[src/amef_pkg.sv]
`timescale 1ns / 1ps
// ----------------------------------------------------------------------------
// amef_pkg
// Shared types and constants for the anaglyph merge with edge fade block.
// ----------------------------------------------------------------------------
package amef_pkg;

    localparam int MAX_WIDTH  = 2048;
    localparam int MAX_HEIGHT = 2048;

    localparam int CFG_W  = 12;
    localparam int IDX_W  = 2;
    localparam int PIX_W  = 8;
    localparam int COL_W  = 11;
    localparam int ROW_W  = 11;
    localparam int PROD_W = PIX_W + COL_W;
    localparam int BIT_W  = $clog2(PIX_W);

    localparam logic [CFG_W-1:0] MAX_W_CFG   = CFG_W'(MAX_WIDTH);
    localparam logic [CFG_W-1:0] MAX_H_CFG   = CFG_W'(MAX_HEIGHT);
    localparam logic [CFG_W-1:0] RST_WIDTH   = CFG_W'(640);
    localparam logic [CFG_W-1:0] RST_HEIGHT  = CFG_W'(480);
    localparam logic [CFG_W-1:0] RST_FADE    = '0;

    localparam logic [IDX_W-1:0] REG_IMAGE_WIDTH  = 2'd0;
    localparam logic [IDX_W-1:0] REG_IMAGE_HEIGHT = 2'd1;
    localparam logic [IDX_W-1:0] REG_FADE_WIDTH   = 2'd2;

    typedef enum logic [1:0] {
        ST_IDLE,
        ST_MUL,
        ST_DIV,
        ST_DONE
    } amef_state_t;

    typedef struct packed {
        logic load;
        logic mul;
        logic mul_second;
        logic step;
        logic last_step;
        logic out_load;
        logic [BIT_W-1:0] bit_idx;
    } amef_cmd_t;

    typedef struct packed {
        logic [1:0] num_passes;
    } amef_status_t;

endpackage

[src/amef_ctrl.sv]
`timescale 1ns / 1ps
// ----------------------------------------------------------------------------
// amef_ctrl
// Sequencer: accepts an item, runs the fade passes, hands the item to the
// output register.
// ----------------------------------------------------------------------------
module amef_ctrl
    import amef_pkg::*;
(
    input  logic         aclk,
    input  logic         aresetn,
    input  logic         s_valid,
    output logic         s_ready,
    output logic         m_valid,
    input  logic         m_ready,
    input  amef_status_t status,
    output amef_cmd_t    cmd
);

    amef_state_t      state_reg, state_next;
    logic [BIT_W-1:0] bit_reg, bit_next;
    logic             second_reg, second_next;
    logic             m_valid_reg, m_valid_next;

    always_ff @(posedge aclk) begin
        if (!aresetn) begin
            state_reg   <= ST_IDLE;
            bit_reg     <= '0;
            second_reg  <= 1'b0;
            m_valid_reg <= 1'b0;
        end else begin
            state_reg   <= state_next;
            bit_reg     <= bit_next;
            second_reg  <= second_next;
            m_valid_reg <= m_valid_next;
        end
    end

    // Next state.
    always_comb begin
        state_next  = state_reg;
        bit_next    = bit_reg;
        second_next = second_reg;
        case (state_reg)
            ST_IDLE: begin
                second_next = 1'b0;
                if (s_valid) begin
                    if (status.num_passes == 2'd0) begin
                        state_next = ST_DONE;
                    end else begin
                        state_next = ST_MUL;
                    end
                end
            end
            ST_MUL: begin
                bit_next   = BIT_W'(PIX_W - 1);
                state_next = ST_DIV;
            end
            ST_DIV: begin
                bit_next = bit_reg - 1'b1;
                if (bit_reg == '0) begin
                    if (second_reg || status.num_passes == 2'd1) begin
                        state_next = ST_DONE;
                    end else begin
                        second_next = 1'b1;
                        state_next  = ST_MUL;
                    end
                end
            end
            ST_DONE: begin
                if (!m_valid_reg || m_ready) begin
                    state_next = ST_IDLE;
                end
            end
            default: begin
                state_next = ST_IDLE;
            end
        endcase
    end

    // Outputs.
    always_comb begin
        s_ready        = (state_reg == ST_IDLE);
        cmd.load       = s_valid && (state_reg == ST_IDLE);
        cmd.mul        = (state_reg == ST_MUL);
        cmd.mul_second = second_reg;
        cmd.step       = (state_reg == ST_DIV);
        cmd.last_step  = (bit_reg == '0);
        cmd.bit_idx    = bit_reg;
        cmd.out_load   = (state_reg == ST_DONE) && (!m_valid_reg || m_ready);
        m_valid_next   = m_valid_reg;
        if (cmd.out_load) begin
            m_valid_next = 1'b1;
        end else if (m_ready) begin
            m_valid_next = 1'b0;
        end
    end

    assign m_valid = m_valid_reg;

endmodule

[src/amef_datapath.sv]
`timescale 1ns / 1ps
// ----------------------------------------------------------------------------
// amef_datapath
// Configuration registers, raster position, fade factor selection and three
// shift-subtract divider lanes with the output register.
// ----------------------------------------------------------------------------
module amef_datapath
    import amef_pkg::*;
(
    input  logic             aclk,
    input  logic             aresetn,
    input  logic             cfg_valid,
    input  logic [IDX_W-1:0] cfg_index,
    input  logic [CFG_W-1:0] cfg_data,
    input  logic [PIX_W-1:0] s_right_blue,
    input  logic [PIX_W-1:0] s_right_green,
    input  logic [PIX_W-1:0] s_left_red,
    input  amef_cmd_t        cmd,
    output amef_status_t     status,
    output logic [PIX_W-1:0] m_out_blue,
    output logic [PIX_W-1:0] m_out_green,
    output logic [PIX_W-1:0] m_out_red,
    output logic             m_end_of_row,
    output logic             m_end_of_frame
);

    logic [CFG_W-1:0] width_reg, height_reg, fade_reg;
    logic [COL_W-1:0] col_reg;
    logic [ROW_W-1:0] row_reg;

    logic [CFG_W-1:0] f_reg;
    logic [COL_W-1:0] k1_reg, k2_reg;
    logic [1:0]       npass_reg;
    logic             eor_reg, eof_reg;

    logic [PIX_W-1:0]  v_reg   [3];
    logic [PROD_W-1:0] rem_reg [3];
    logic [PIX_W-1:0]  q_reg   [3];

    logic [PIX_W-1:0] out_blue_reg, out_green_reg, out_red_reg;
    logic             out_eor_reg, out_eof_reg;

    // Geometry for the pixel at the current position.
    logic [CFG_W-1:0] w_c, h_c, f_c, wm1, hm1;
    logic [COL_W-1:0] c_eff, dr, k_lo, k_hi;
    logic             last_col, last_row, use_l, use_r;
    logic [1:0]       npass_c;

    always_comb begin
        if (width_reg == '0) begin
            w_c = CFG_W'(1);
        end else if (width_reg > MAX_W_CFG) begin
            w_c = MAX_W_CFG;
        end else begin
            w_c = width_reg;
        end
        if (height_reg == '0) begin
            h_c = CFG_W'(1);
        end else if (height_reg > MAX_H_CFG) begin
            h_c = MAX_H_CFG;
        end else begin
            h_c = height_reg;
        end
        f_c = (fade_reg > w_c) ? w_c : fade_reg;
        wm1 = w_c - 1'b1;
        hm1 = h_c - 1'b1;
        c_eff = ({1'b0, col_reg} > wm1) ? wm1[COL_W-1:0] : col_reg;
        dr = wm1[COL_W-1:0] - c_eff;
        last_col = ({1'b0, c_eff} == wm1);
        last_row = ({1'b0, row_reg} >= hm1);
        use_l = (f_c != '0) && ({1'b0, c_eff} < f_c);
        use_r = (f_c != '0) && ({1'b0, dr} < f_c);
        if (use_l && use_r) begin
            k_lo    = (c_eff < dr) ? c_eff : dr;
            k_hi    = (c_eff < dr) ? dr : c_eff;
            npass_c = 2'd2;
        end else if (use_l) begin
            k_lo    = c_eff;
            k_hi    = c_eff;
            npass_c = 2'd1;
        end else begin
            k_lo    = dr;
            k_hi    = dr;
            npass_c = use_r ? 2'd1 : 2'd0;
        end
    end

    // The status reflects the pass count for an item about to be taken
    // and, afterwards, the count held for the item in progress.
    assign status.num_passes = cmd.load ? npass_c : npass_reg;

    always_ff @(posedge aclk) begin
        if (!aresetn) begin
            width_reg  <= RST_WIDTH;
            height_reg <= RST_HEIGHT;
            fade_reg   <= RST_FADE;
            col_reg    <= '0;
            row_reg    <= '0;
            npass_reg  <= '0;
        end else begin
            if (cfg_valid) begin
                case (cfg_index)
                    REG_IMAGE_WIDTH:  width_reg  <= cfg_data;
                    REG_IMAGE_HEIGHT: height_reg <= cfg_data;
                    REG_FADE_WIDTH:   fade_reg   <= cfg_data;
                    default: ;
                endcase
            end
            if (cmd.load) begin
                npass_reg <= npass_c;
                if (last_col) begin
                    col_reg <= '0;
                    row_reg <= last_row ? '0 : row_reg + 1'b1;
                end else begin
                    col_reg <= c_eff + 1'b1;
                end
            end
        end
    end

    // Item registers and the divider lanes.
    logic [PROD_W:0]   div_sh;
    logic [COL_W-1:0]  k_sel;
    logic [PROD_W:0]   rem_x   [3];
    logic              ge      [3];
    logic [PROD_W-1:0] rem_sub [3];
    logic [PROD_W-1:0] prod    [3];

    always_comb begin
        div_sh = (PROD_W + 1)'(f_reg) << cmd.bit_idx;
        k_sel  = cmd.mul_second ? k2_reg : k1_reg;
        for (int i = 0; i < 3; i++) begin
            rem_x[i]   = {1'b0, rem_reg[i]};
            ge[i]      = (rem_x[i] >= div_sh);
            rem_sub[i] = PROD_W'(rem_x[i] - div_sh);
            prod[i]    = PROD_W'({{COL_W{1'b0}}, v_reg[i]} * {{PIX_W{1'b0}}, k_sel});
        end
    end

    always_ff @(posedge aclk) begin
        if (cmd.load) begin
            v_reg[0] <= s_right_blue;
            v_reg[1] <= s_right_green;
            v_reg[2] <= s_left_red;
            f_reg    <= f_c;
            k1_reg   <= k_lo;
            k2_reg   <= k_hi;
            eor_reg  <= last_col;
            eof_reg  <= last_col && last_row;
        end
        for (int i = 0; i < 3; i++) begin
            if (cmd.mul) begin
                rem_reg[i] <= prod[i];
                q_reg[i]   <= '0;
            end else if (cmd.step) begin
                if (ge[i]) begin
                    rem_reg[i] <= rem_sub[i];
                end
                q_reg[i] <= {q_reg[i][PIX_W-2:0], ge[i]};
                if (cmd.last_step) begin
                    v_reg[i] <= {q_reg[i][PIX_W-2:0], ge[i]};
                end
            end
        end
        if (cmd.out_load) begin
            out_blue_reg  <= v_reg[0];
            out_green_reg <= v_reg[1];
            out_red_reg   <= v_reg[2];
            out_eor_reg   <= eor_reg;
            out_eof_reg   <= eof_reg;
        end
    end

    assign m_out_blue     = out_blue_reg;
    assign m_out_green    = out_green_reg;
    assign m_out_red      = out_red_reg;
    assign m_end_of_row   = out_eor_reg;
    assign m_end_of_frame = out_eof_reg;

endmodule

[src/anaglyph_merge_edge_fade_core.sv]
`timescale 1ns / 1ps
// ----------------------------------------------------------------------------
// anaglyph_merge_edge_fade_core
// Red-cyan anaglyph merge of paired camera pixels with side-edge fading.
// ----------------------------------------------------------------------------
// The input channel (s_valid/s_ready) takes one item per pixel pair in raster
// order: blue and green of the right camera and red of the left camera. The
// result channel (m_valid/m_ready) gives one anaglyph item per input item,
// with end-of-row and end-of-frame flags from the block's own column and row
// counters. The configuration channel (cfg_valid/cfg_ready, cfg_index,
// cfg_data) writes image width (0), image height (1) and fade width (2); it
// is always ready and a write takes effect at once without moving the
// position. Other indices are ignored.
// Each faded channel is multiplied by its distance from the edge and divided
// by the fade width in a shift-subtract divider, one quotient bit per cycle,
// with the three colour channels in parallel lanes. An item needs 0, 1 or 2
// passes (one per edge that applies), each a multiply step followed by one
// divide step per quotient bit. A new item is taken only once the block is
// back in idle after handing the previous result to the output register.
// The output register lets a new item be accepted while the previous result
// still waits; when the receiver stalls and both are full, the block holds
// in its final state until the result is taken.
// Reset restores width 640, height 480, no fading and position zero.
// ----------------------------------------------------------------------------
module anaglyph_merge_edge_fade_core
    import amef_pkg::*;
(
    input  logic             aclk,
    input  logic             aresetn,
    input  logic             cfg_valid,
    output logic             cfg_ready,
    input  logic [IDX_W-1:0] cfg_index,
    input  logic [CFG_W-1:0] cfg_data,
    input  logic             s_valid,
    output logic             s_ready,
    input  logic [PIX_W-1:0] s_right_blue,
    input  logic [PIX_W-1:0] s_right_green,
    input  logic [PIX_W-1:0] s_left_red,
    output logic             m_valid,
    input  logic             m_ready,
    output logic [PIX_W-1:0] m_out_blue,
    output logic [PIX_W-1:0] m_out_green,
    output logic [PIX_W-1:0] m_out_red,
    output logic             m_end_of_row,
    output logic             m_end_of_frame
);

    amef_cmd_t    cmd;
    amef_status_t status;

    // Register writes never stall.
    assign cfg_ready = 1'b1;

    // Sequencer for acceptance, fade passes and output handover.
    amef_ctrl u_ctrl (
        .aclk    (aclk),
        .aresetn (aresetn),
        .s_valid (s_valid),
        .s_ready (s_ready),
        .m_valid (m_valid),
        .m_ready (m_ready),
        .status  (status),
        .cmd     (cmd)
    );

    // Position tracking, factor selection, divider lanes and output register.
    amef_datapath u_datapath (
        .aclk           (aclk),
        .aresetn        (aresetn),
        .cfg_valid      (cfg_valid),
        .cfg_index      (cfg_index),
        .cfg_data       (cfg_data),
        .s_right_blue   (s_right_blue),
        .s_right_green  (s_right_green),
        .s_left_red     (s_left_red),
        .cmd            (cmd),
        .status         (status),
        .m_out_blue     (m_out_blue),
        .m_out_green    (m_out_green),
        .m_out_red      (m_out_red),
        .m_end_of_row   (m_end_of_row),
        .m_end_of_frame (m_end_of_frame)
    );

endmodule
[config.mk]
export PLATFORM = sky130hd
export DESIGN_NAME = anaglyph_merge_edge_fade_core
export DESIGN_NICKNAME = d
export VERILOG_FILES = /design/src/amef_pkg.sv /design/src/amef_ctrl.sv /design/src/amef_datapath.sv /design/src/anaglyph_merge_edge_fade_core.sv
export SDC_FILE = /design/constraint.sdc
export NUM_CORES = 1
export LEC_CHECK = 0
export ABC_AREA = 1
export BUFFER_PORTS_ARGS = -buffer_cell sky130_fd_sc_hd__buf_2
export CORE_ASPECT_RATIO = 2
export CORE_MARGIN = 2
export CORE_UTILIZATION = 50
export CTS_BUF_LIST = sky130_fd_sc_hd__clkbuf_4 sky130_fd_sc_hd__clkbuf_8
export DETAILED_ROUTE_END_ITERATION = 7
export PLACE_DENSITY = 0.66
export SYNTH_ARGS = -nofsm -noshare
export SYNTH_HDL_FRONTEND = slang
export SYNTH_SLANG_ARGS = --single-unit
[constraint.sdc]
create_clock -name aclk -period 14.3 [get_ports aclk]
set_clock_uncertainty 0.2 [all_clocks]
set_input_delay 0 -clock aclk [delete_from_list [all_inputs] [get_ports aclk]]
set_output_delay 0 -clock aclk [all_outputs]
set_load 0.005 [all_outputs]
==> results of run 1 <==
-- cells in the mapped netlist (3+ instances only) --
| cell type | n |
|---|---|
| fa_1 | 165 |
| nor2_4 | 4 |
| clkinv_1 | 9 |
| o31ai_1 | 7 |
| a21oi_1 | 195 |
| o21ai_2 | 8 |
| nor3_1 | 16 |
| o21bai_1 | 15 |
| nand3_2 | 8 |
| inv_1 | 449 |
| o21ai_1 | 18 |
| buf_4 | 4 |
| nand2_4 | 5 |
| dfxtp_1 | 67 |
| nand2_1 | 684 |
| xor2_1 | 58 |
| o21ai_0 | 175 |
| xnor2_1 | 32 |
| nor4_1 | 7 |
| buf_1 | 9 |
| nand2_2 | 13 |
| buf_2 | 8 |
| or2_2 | 29 |
| a31oi_1 | 15 |
| a21boi_0 | 3 |
| nor2_1 | 250 |
| o22ai_1 | 12 |
| nand3b_1 | 6 |
| nor2_2 | 5 |
| clkbuf_1 | 54 |
| o211ai_1 | 4 |
| ha_1 | 255 |
| nand3_1 | 99 |
| o21a_1 | 9 |
| inv_2 | 9 |
| nand4_1 | 24 |
| edfxtp_1 | 164 |
-- worst reg2reg max path: stages, from the launching register on --
cell and delay [ps]:
dfxtp_1 640, inv_1 330, or2_2 350, nand2_1 610, clkinv_1 580, nand2_1 220
fa_1 460, fa_1 600, inv_1 80, fa_1 520, fa_1 540, ha_1 370
a21oi_1 140, inv_1 50, a31oi_1 290, o21ai_0 220, a21oi_1 190, o21bai_1 120
a21oi_1 160, o21bai_1 120, nand3_1 90, nand2_1 80, a21oi_1 140, nor2_1 50
nor2_1 100, xor2_1 200, nand2_1 150, nand2_1 90
-- placed cells by master (no fill, tap or decap), drive strengths merged, types with 87 or more instances in the layout --
| cell | instances |
|---|---|
| inv | 458 |
| nand3 | 107 |
| o21ai | 201 |
| ha | 255 |
| edfxtp | 164 |
| nand2 | 702 |
| fa | 165 |
| buf | 87 |
| a21oi | 197 |
| nor2 | 259 |
-- logic make-up (layout without fill, tap and decap cells) --
group | Yosys count | after routing
fa+ha+maj | 420 | 420
compound gates | 475 | 475
mux | 2 | 2
other cells | 1 | 2
xor+xnor | 91 | 91
flops | 231 | 231
buf+inv | 545 | 673
simple gates | 1159 | 1159
-- final cells by class --
| type | count | area (um2) |
|---|---|---|
| Antenna cell | 1 | 2.50 |
| Clock buffer | 60 | 726 |
| Inverter | 468 | 1760 |
| Clock inverter | 5 | 23.8 |
| Multi-Input combinational cell | 2148 | 14800 |
| Tap cell | 565 | 707 |
| Sequential cell | 231 | 6270 |
| Timing Repair Buffer | 140 | 1010 |
| Fill cell | 4376 | 20600 |
-- through the flow --
| step | util, % | area, um2 |
|---|---|---|
| 2_1_floorplan | - | 23100 |
| 3_5_place_dp | 52.4 | 24000 |
| 5_1_grt | 55.2 | 25300 |
| 6_report | 55.2 | 25300 |
| 3_3_place_gp | 52.3 | 24000 |
| 4_1_cts | 55.2 | 25300 |
-- routing by layer --
layer / GRT usage, % / share of wire (%) / wire, um
met3: 4.40 / 4.1 / 3190
met2: 62.2 / 54 / 41700
met4: 36.8 / 14 / 10800
met5: 0 / 0 / 0
met1: 26.0 / 28 / 22000
-- how the worst max path moves through the flow --
stage	from	end	slack, ps
floorplan	u_datapath.width_reg[8]	u_ctrl.state_reg[1]	8040
global placement	u_datapath.width_reg[2]	u_datapath.k2_reg[0]	6570
detailed placement	u_ctrl.second_reg	u_datapath.rem_reg[0][18]	6550
CTS	u_datapath.width_reg[2]	u_ctrl.state_reg[1]	6510
global route	u_datapath.width_reg[2]	u_ctrl.state_reg[1]	5820
finish	u_ctrl.second_reg	u_datapath.rem_reg[0][18]	6470
==> results.py, run 1 <==
metrics = {
    "synthesis": {
        "yosys.area_share.simple_pct": 21.0,
        "synth_area_leader_cell": "edfxtp_1",
        "synth_seq_cells": 231,
        "yosys.area.top_type_share_pct": 21.3,
        "syn_inst": 2924,
        "synth_xor_area_share_pct": 3.48,
        "synthMuxAreaShare_pct": 0.0865,
        "ys_warn_count": 0,
        "avgSynthCellArea_um2": 7.91,
        "synth_compound_area_share_pct": 11.2,
        "synth_adder_area_share_pct": 28.1,
        "ys_types": 59,
        "netlist_area_um2": 23100,
        "synth_flop_cell": "edfxtp_1",
        "synth_edf_count": 164,
        "synth_nets": 3387,
        "synth.area.top_cells": "edfxtp_1 (21%), fa_1 (14%), ha_1 (14%)",
        "seq_area_frac_synth_pct": 27.1,
        "async_flop_share_pct": 0,
        "synth_top_family_by_area": "adder cells",
    },
    "timing": {
        "fin_ws_ps": 6470,
        "setup_tns_ps": 0,
        "rsz0062_at_grt": "no",
        "finalMaxSlewViolations": 0,
        "tightest_slew_ps": 1010,
        "fmax_mhz": 128,
        "whs_ps": 58.8,
        "finalCriticalPeriod_ps": 7830,
        "fin_crit_sh_pct": 54.8,
        "hold_violations": 0,
        "setup_viol": 0,
        "slew_headroom_pct": 32.5,
    },
    "global_routing": {
        "antenna_found_initial": 1,
        "grt_max_degree": 41,
        "grt_usage_pct": 32.7,
        "gr-total-overflow": 0,
        "grt_pass1_wl_mm": 117,
        "grt_pass1_vias": 21800,
    },
    "detailed_routing": {
        "first_pass_iters": 5,
        "wl_mm": 77.7,
        "drcViolationCount": 0,
        "first_iter_violations": 1066,
        "vias": 20600,
        "drtAntennaViolNets": 0,
        "viasPerCell": 5.68,
        "wire_per_inst_um": 21.5,
    },
    "clock_tree": {
        "cts_setup_buffers": 0,
        "cts_sinks": 231,
        "cts-buffers-inserted": 37,
        "ctsLongestPathBuffers": 3,
        "cts_resized": 0,
        "htreeDepth": 2,
        "cts_tree": "built",
        "hold_buffers": 53,
        "clk_latency_ps": 590,
        "cts_root_buffer": "clkbuf_8",
        "path_clk_slew_ps": 70,
    },
    "placement": {
        "place_hpwl_mm": 62.5,
        "gp_congestion": 1.04,
        "place_ws_ps": 6550,
        "place_inst": 3499,
        "io_buffers": 70,
    },
    "setup_path": {
        "crit_family": "adder cells",
        "crit_fanout": 16,
        "reg2reg_slack_ps": 6470,
        "crit_required_ps": 14550,
        "worstPathArrival_ps": 8080,
        "critPathSlowestCell": "dfxtp_1",
        "crit_type": "reg -> reg",
        "rr_worst_depth": 27,
        "rr_endpoint": "u_datapath.rem_reg[0][18]",
        "start_kind": "flop",
        "rr_startpoint": "u_ctrl.second_reg",
        "cp.depth": 27,
        "cp_num_buf_inv": 4,
        "critPathCaptureType": "flop",
        "max_stage_delay_ps": 640,
        "path_common_cell": "nand2_1",
    },
    "floorplanning": {
        "io_pins": 72,
        "die_y_um": 308,
        "die_area_um2": 48100,
        "start_util_pct": 50.5,
        "die_x_um": 156,
        "core_area_um2": 45800,
        "rows": 111,
    },
    "flow_run": {
        "drv_cap": 0,
    },
    "final_layout": {
        "area_delta_synth_final_pct": 9.24,
        "nets": 3489,
        "largest_reg_flops": 57,
        "fin_cells": 3618,
        "drive_above_1_share_pct": 7.83,
    },
    "hold_path": {
        "holdCritStartpoint": "m_ready",
        "whs_path_depth": 5,
        "min_to": "u_ctrl.m_valid",
        "min_path_type": "in -> reg",
    },
    "outcome": {
        "status": "completed",
    },
}
Power of run 1 is left out: the tool's default activity adds up to more than one toggle a clock period on the data nets, which glitch-free logic cannot reach.
==> inputs of run 2 (changes only) <==
--- a/config.mk
+++ b/config.mk
@@ -12,7 +12,7 @@
 export CORE_UTILIZATION = 50
 export CTS_BUF_LIST = sky130_fd_sc_hd__clkbuf_4 sky130_fd_sc_hd__clkbuf_8
 export DETAILED_ROUTE_END_ITERATION = 7
-export PLACE_DENSITY = 0.66
+export PLACE_DENSITY = 0.69
 export SYNTH_ARGS = -nofsm -noshare
 export SYNTH_HDL_FRONTEND = slang
 export SYNTH_SLANG_ARGS = --single-unit
==> constraint.sdc (replaced) <==
create_clock -name aclk -period 7.2 [get_ports aclk]
set_clock_uncertainty 0.2 [all_clocks]
set_input_delay 0 -clock aclk [delete_from_list [all_inputs] [get_ports aclk]]
set_output_delay 0 -clock aclk [all_outputs]
set_load 0.005 [all_outputs]
==> run 2 against run 1 <==
  * Setup slack got worse by 6000 ps
  * Fmax rose by 16%
  * Non-clock buffer count rose by 50
  * Sequential share of layout area fell by 0.44 points
  * Sequential cell count did not move
  * Critical path depth rose by 1
  * Design area rose by 1.8%
  * Clock-buffer cell count fell by 7
  * Wire length fell by 2.3%
  * Hold slack got worse by 11 ps
  * Largest cell class unchanged
==> results.py, run 2 (synthesis results as in run 1) <==
metrics = {
    "setup_path": {
        "crit_required_ps": 7450,
        "crit_path_start": "u_ctrl.second_reg",
        "critPathSlowestCell": "fa_1",
        "critPathCaptureType": "flop",
        "worstPathArrival_ps": 7000,
        "start_kind": "flop",
        "crit_type": "reg -> reg",
        "max_stage_delay_ps": 570,
        "rr_worst_depth": 28,
        "path_common_cell": "nand2_1",
        "crit_fanout": 11,
        "reg2reg_slack_ps": 450,
        "rr_endpoint": "u_datapath.rem_reg[0][18]",
        "rr_startpoint": "u_ctrl.second_reg",
    },
    "hold_path": {
        "min_to": "u_datapath.v_reg[0][7]",
        "whs_path_depth": 4,
        "holdCritStartpoint": "s_right_blue[7]",
        "min_path_type": "in -> reg",
    },
    "placement": {
        "io_buffers": 70,
        "gp_congestion": 1.07,
        "place_hpwl_mm": 61.8,
    },
    "timing": {
        "setup_viol": 0,
        "hold_violations": 0,
        "slew_headroom_pct": 21.0,
        "finalMaxSlewViolations": 0,
        "finalCriticalPeriod_ps": 6750,
        "fin_crit_sh_pct": 93.7,
        "setup_tns_ps": 0,
        "tightest_slew_ps": 1190,
        "fmax_mhz": 148,
    },
    "floorplanning": {
        "die_y_um": 308,
        "die_x_um": 156,
        "io_pins": 72,
        "start_util_pct": 50.5,
        "core_area_um2": 45800,
        "rows": 111,
        "die_area_um2": 48100,
    },
    "global_routing": {
        "gr-total-overflow": 0,
        "grt_usage_pct": 32.0,
        "grt_pass1_wl_mm": 116,
        "antenna_found_initial": 1,
        "use_met1_pct": 25.7,
        "grt_pass1_vias": 22000,
        "grt_max_degree": 41,
        "grt.busiest_layer": "met2",
        "met3_usage_pct": 3.93,
        "met2_usage_pct": 62.0,
    },
    "clock_tree": {
        "cts_tree": "built",
        "htreeDepth": 2,
        "cts-buffers-inserted": 38,
        "clk_latency_ps": 580,
        "path_clk_slew_ps": 70,
        "ctsLongestPathBuffers": 3,
        "cts_root_buffer": "clkbuf_8",
        "cts_sinks": 231,
    },
    "detailed_routing": {
        "wire_per_inst_um": 20.7,
        "wl_mm": 75.9,
        "viasPerCell": 5.67,
        "vias": 20800,
        "first_pass_iters": 6,
        "drcViolationCount": 0,
        "drtAntennaViolNets": 0,
        "first_iter_violations": 1137,
    },
    "final_layout": {
        "nets": 3540,
        "area_delta_synth_final_pct": 11.2,
        "layout_common_cells": "nand2_1 (684), inv_1 (449), ha_1 (254), nor2_1 (250), a21oi_1 (194)",
        "final_common_cell": "nand2_1",
        "largest_reg_flops": 57,
        "drive_above_1_share_pct": 9.66,
    },
    "flow_run": {
        "drv_cap": 0,
    },
    "outcome": {
        "status": "completed",
    },
}
-- run 2: final cells by class --
cell class | count | area [um2]
Fill cell | 4228 | 20100
Clock buffer | 53 | 661
Tap cell | 565 | 707
Antenna cell | 1 | 2.50
Multi-Input combinational cell | 2148 | 14900
Sequential cell | 231 | 6270
Inverter | 468 | 1760
Clock inverter | 15 | 97.6
Timing Repair Buffer | 190 | 1390
-- run 2: worst max-delay path by stage --
stage,endpoint,cells past startpoint,slack [ps]
2_1_floorplan,u_ctrl.state_reg[1],45,940
3_3_place_gp,u_ctrl.state_reg[1],40,310
3_5_place_dp,u_ctrl.state_reg[1],40,330
4_1_cts,u_ctrl.state_reg[1],40,290
5_1_grt,u_ctrl.state_reg[1],42,-10
6_report,u_datapath.rem_reg[0][18],28,450
-- run 2: per-layer routing --
metal / up-vias / share of wire, %
met5: - / 0
met4: 0 / 13
met3: 377 / 4.0
met2: 749 / 54
met1: 9931 / 29
li1: 9765 / -
-- run 2: repair_timing --
item | CTS | global route
endpoints found under the setup margin | 0 | 25
resized for setup | 0 | 10
hold buffers | 52 | 0
endpoints found under the hold margin | 90 | 0
buffers inserted | 0 | 2
-- run 2: through the flow --
| stage | hold WS, ps | std cells | cell area, um2 | util, % | setup WS (ps) |
|---|---|---|---|---|---|
| after floorplan | -73.7 | 2924 | 23100 | - | 942 |
| after global placement | 67.0 | 3548 | 24400 | 53.2 | 306 |
| after detailed placement | 70.9 | 3548 | 24400 | 53.2 | 333 |
| after CTS | 7.28 | 3668 | 25700 | 56.0 | 294 |
| after global routing | 75.0 | 3671 | 25700 | 56.2 | -12.2 |
| final | 47.8 | 3671 | 25700 | 56.2 | 451 |
-- run 2: critical path, delay by kind of cell (launching register included) --
kind                     cells  cell delay, ps
AND/OR/NAND/NOR              9            1100
adder cells (fa/ha/maj)      5            2460
XOR/XNOR                     1             310
AO/OA/AOI/OAI                8            1400
flip-flops                   1             320
buffers and inverters        5             810
Power of run 2 is left out for the same reason.
==> inputs of run 3 (changes only) <==
==> constraint.sdc (replaced) <==
create_clock -name aclk -period 5.78 [get_ports aclk]
set_clock_uncertainty 0.2 [all_clocks]
set_input_delay 0 -clock aclk [delete_from_list [all_inputs] [get_ports aclk]]
set_output_delay 0 -clock aclk [all_outputs]
set_load 0.005 [all_outputs]
==> run 3 against run 2 <==
  * The flow now finishes with violations (setup timing)
  * Register-to-register slack got worse by 700 ps
  * Die area unchanged
  * Non-clock buffer count increased by 278
  * First-iteration DRC count increased by 14%
  * Wire length increased by 11%
  * Utilization increased by 7.9 points
  * Via count increased by 7.7%
  * Setup slack got worse by 700 ps
  * Hold slack improved by 6.6 ps
  * Fmax increased by 12%
==> results.py, run 3 (synthesis results as in run 1) <==
metrics = {
    "placement": {
        "place_ws_ps": -471,
        "placed_area_um2": 26000,
        "place_hpwl_mm": 65.4,
        "place_inst": 3753,
        "gp_congestion": 1.03,
        "io_buffers": 70,
    },
    "final_layout": {
        "nFillCells": 3893,
        "largest_reg_flops": 57,
        "final_common_cell": "nand2_1",
        "fin_cells": 3950,
        "final_design_area_no_fill_um2": 29400,
        "drive_above_1_share_pct": 24.2,
        "nets": 3820,
        "layout_common_cells": "nand2_1 (632), inv_1 (419), buf_4 (306), nor2_1 (226), ha_1 (223)",
        "area_delta_synth_final_pct": 26.9,
    },
    "timing": {
        "fmax_mhz": 166,
        "hold_violations": 0,
        "fin_ws_ps": -245,
        "finalCriticalPeriod_ps": 6030,
        "finalMaxSlewViolations": 0,
        "setup_viol": 25,
        "tightest_slew_ps": 914,
        "setup_tns_ps": -3010,
        "rsz0062_at_grt": "yes",
        "slew_headroom_pct": 38.4,
        "fin_crit_sh_pct": 104,
    },
    "global_routing": {
        "grt_usage_pct": 34.4,
        "use_met1_pct": 27.1,
        "grt.busiest_layer": "met2",
        "grt_pass1_vias": 23300,
        "met3_usage_pct": 5.20,
        "grt_max_degree": 41,
        "antenna_found_initial": 1,
        "gr-total-overflow": 0,
        "met2_usage_pct": 66.3,
        "grt_pass1_wl_mm": 123,
    },
    "setup_path": {
        "max_stage_delay_ps": 340,
        "crit_type": "reg -> reg",
        "crit_fanout": 6,
        "start_kind": "flop",
        "critPathSlowestCell": "dfxtp_2",
        "crit_required_ps": 6030,
        "critPathCaptureType": "flop",
        "worstPathArrival_ps": 6270,
    },
    "detailed_routing": {
        "first_iter_violations": 1299,
        "wl_mm": 84.0,
        "drtAntennaViolNets": 0,
        "viasPerCell": 5.68,
        "wire_per_inst_um": 21.3,
        "first_pass_iters": 7,
        "vias": 22400,
        "drcViolationCount": 0,
    },
    "floorplanning": {
        "die_y_um": 308,
        "rows": 111,
        "start_util_pct": 50.5,
        "die_x_um": 156,
        "die_area_um2": 48100,
        "io_pins": 72,
        "core_area_um2": 45800,
    },
    "clock_tree": {
        "clk_latency_ps": 580,
        "cts-buffers-inserted": 38,
        "ctsLongestPathBuffers": 3,
        "htreeDepth": 2,
        "path_clk_slew_ps": 70,
        "cts_tree": "built",
        "cts_sinks": 231,
        "cts_root_buffer": "clkbuf_8",
    },
    "hold_path": {
        "min_path_type": "in -> reg",
    },
    "outcome": {
        "violations": "setup timing",
        "status": "finished with violations",
    },
    "flow_run": {
        "drv_cap": 0,
    },
}
## run 3: worst paths after layout
| kind | start | endpoint | slack (ps) | cells past startpoint |
|---|---|---|---|---|
| max | u_datapath.width_reg[9] | u_ctrl.state_reg[1] | -250 | 40 |
| min reg2reg | u_datapath.eof_reg | u_datapath.m_end_of_frame | 220 | 0 |
| min | m_ready | u_ctrl.m_valid | 50 | 5 |
| max reg2reg | u_datapath.width_reg[9] | u_ctrl.state_reg[1] | -250 | 40 |
## run 3: critical path, delay by kind of cell, from the launching register on
kind | cells | cell delay, ps
AND/OR/NAND/NOR | 17 | 1930
buffers and inverters | 8 | 770
AO/OA/AOI/OAI | 10 | 1340
adder cells (fa/ha/maj) | 4 | 1110
XOR/XNOR | 1 | 170
flip-flops | 1 | 340
## run 3: cell type report
class / instances / area, um2 / area share [%]
multi-input cells: 2150 / 16100 / 54.9
flip-flops and latches: 231 / 6280 / 21.4
repair buffers: 468 / 3680 / 12.5
inverters: 468 / 1800 / 6.11
well taps: 565 / 707 / 2.41
clock buffers: 49 / 624 / 2.13
clock inverters: 18 / 166 / 0.567
diodes: 1 / 2.50 / 0.00852
## run 3: per-layer routing
metal / vias up / share of wire, %
met4: 0 / 14
met3: 540 / 4.6
li1: 10300 / -
met1: 10700 / 28
met5: - / 0
met2: 890 / 53
## run 3: through the flow
| stage | utilization (%) | hold slack [ps] |
|---|---|---|
| after floorplan | - | -73.7 |
| after global placement | 56.7 | 75.5 |
| after detailed placement | 56.7 | 78.7 |
| after CTS | 61.1 | 38.8 |
| after global routing | 64.1 | 64.8 |
| final | 64.1 | 54.4 |
## run 3: repair_timing
| item | in CTS | in global routing |
|---|---|---|
| hold endpoints to repair | 102 | 0 |
| setup endpoints to repair | 40 | 41 |
| pin swaps | 81 | 157 |
| setup buffers | 26 | 49 |
| resized for setup | 123 | 250 |
| gates cloned | 3 | 0 |
| hold buffers | 55 | 0 |
Power of run 3 is left out for the same reason.
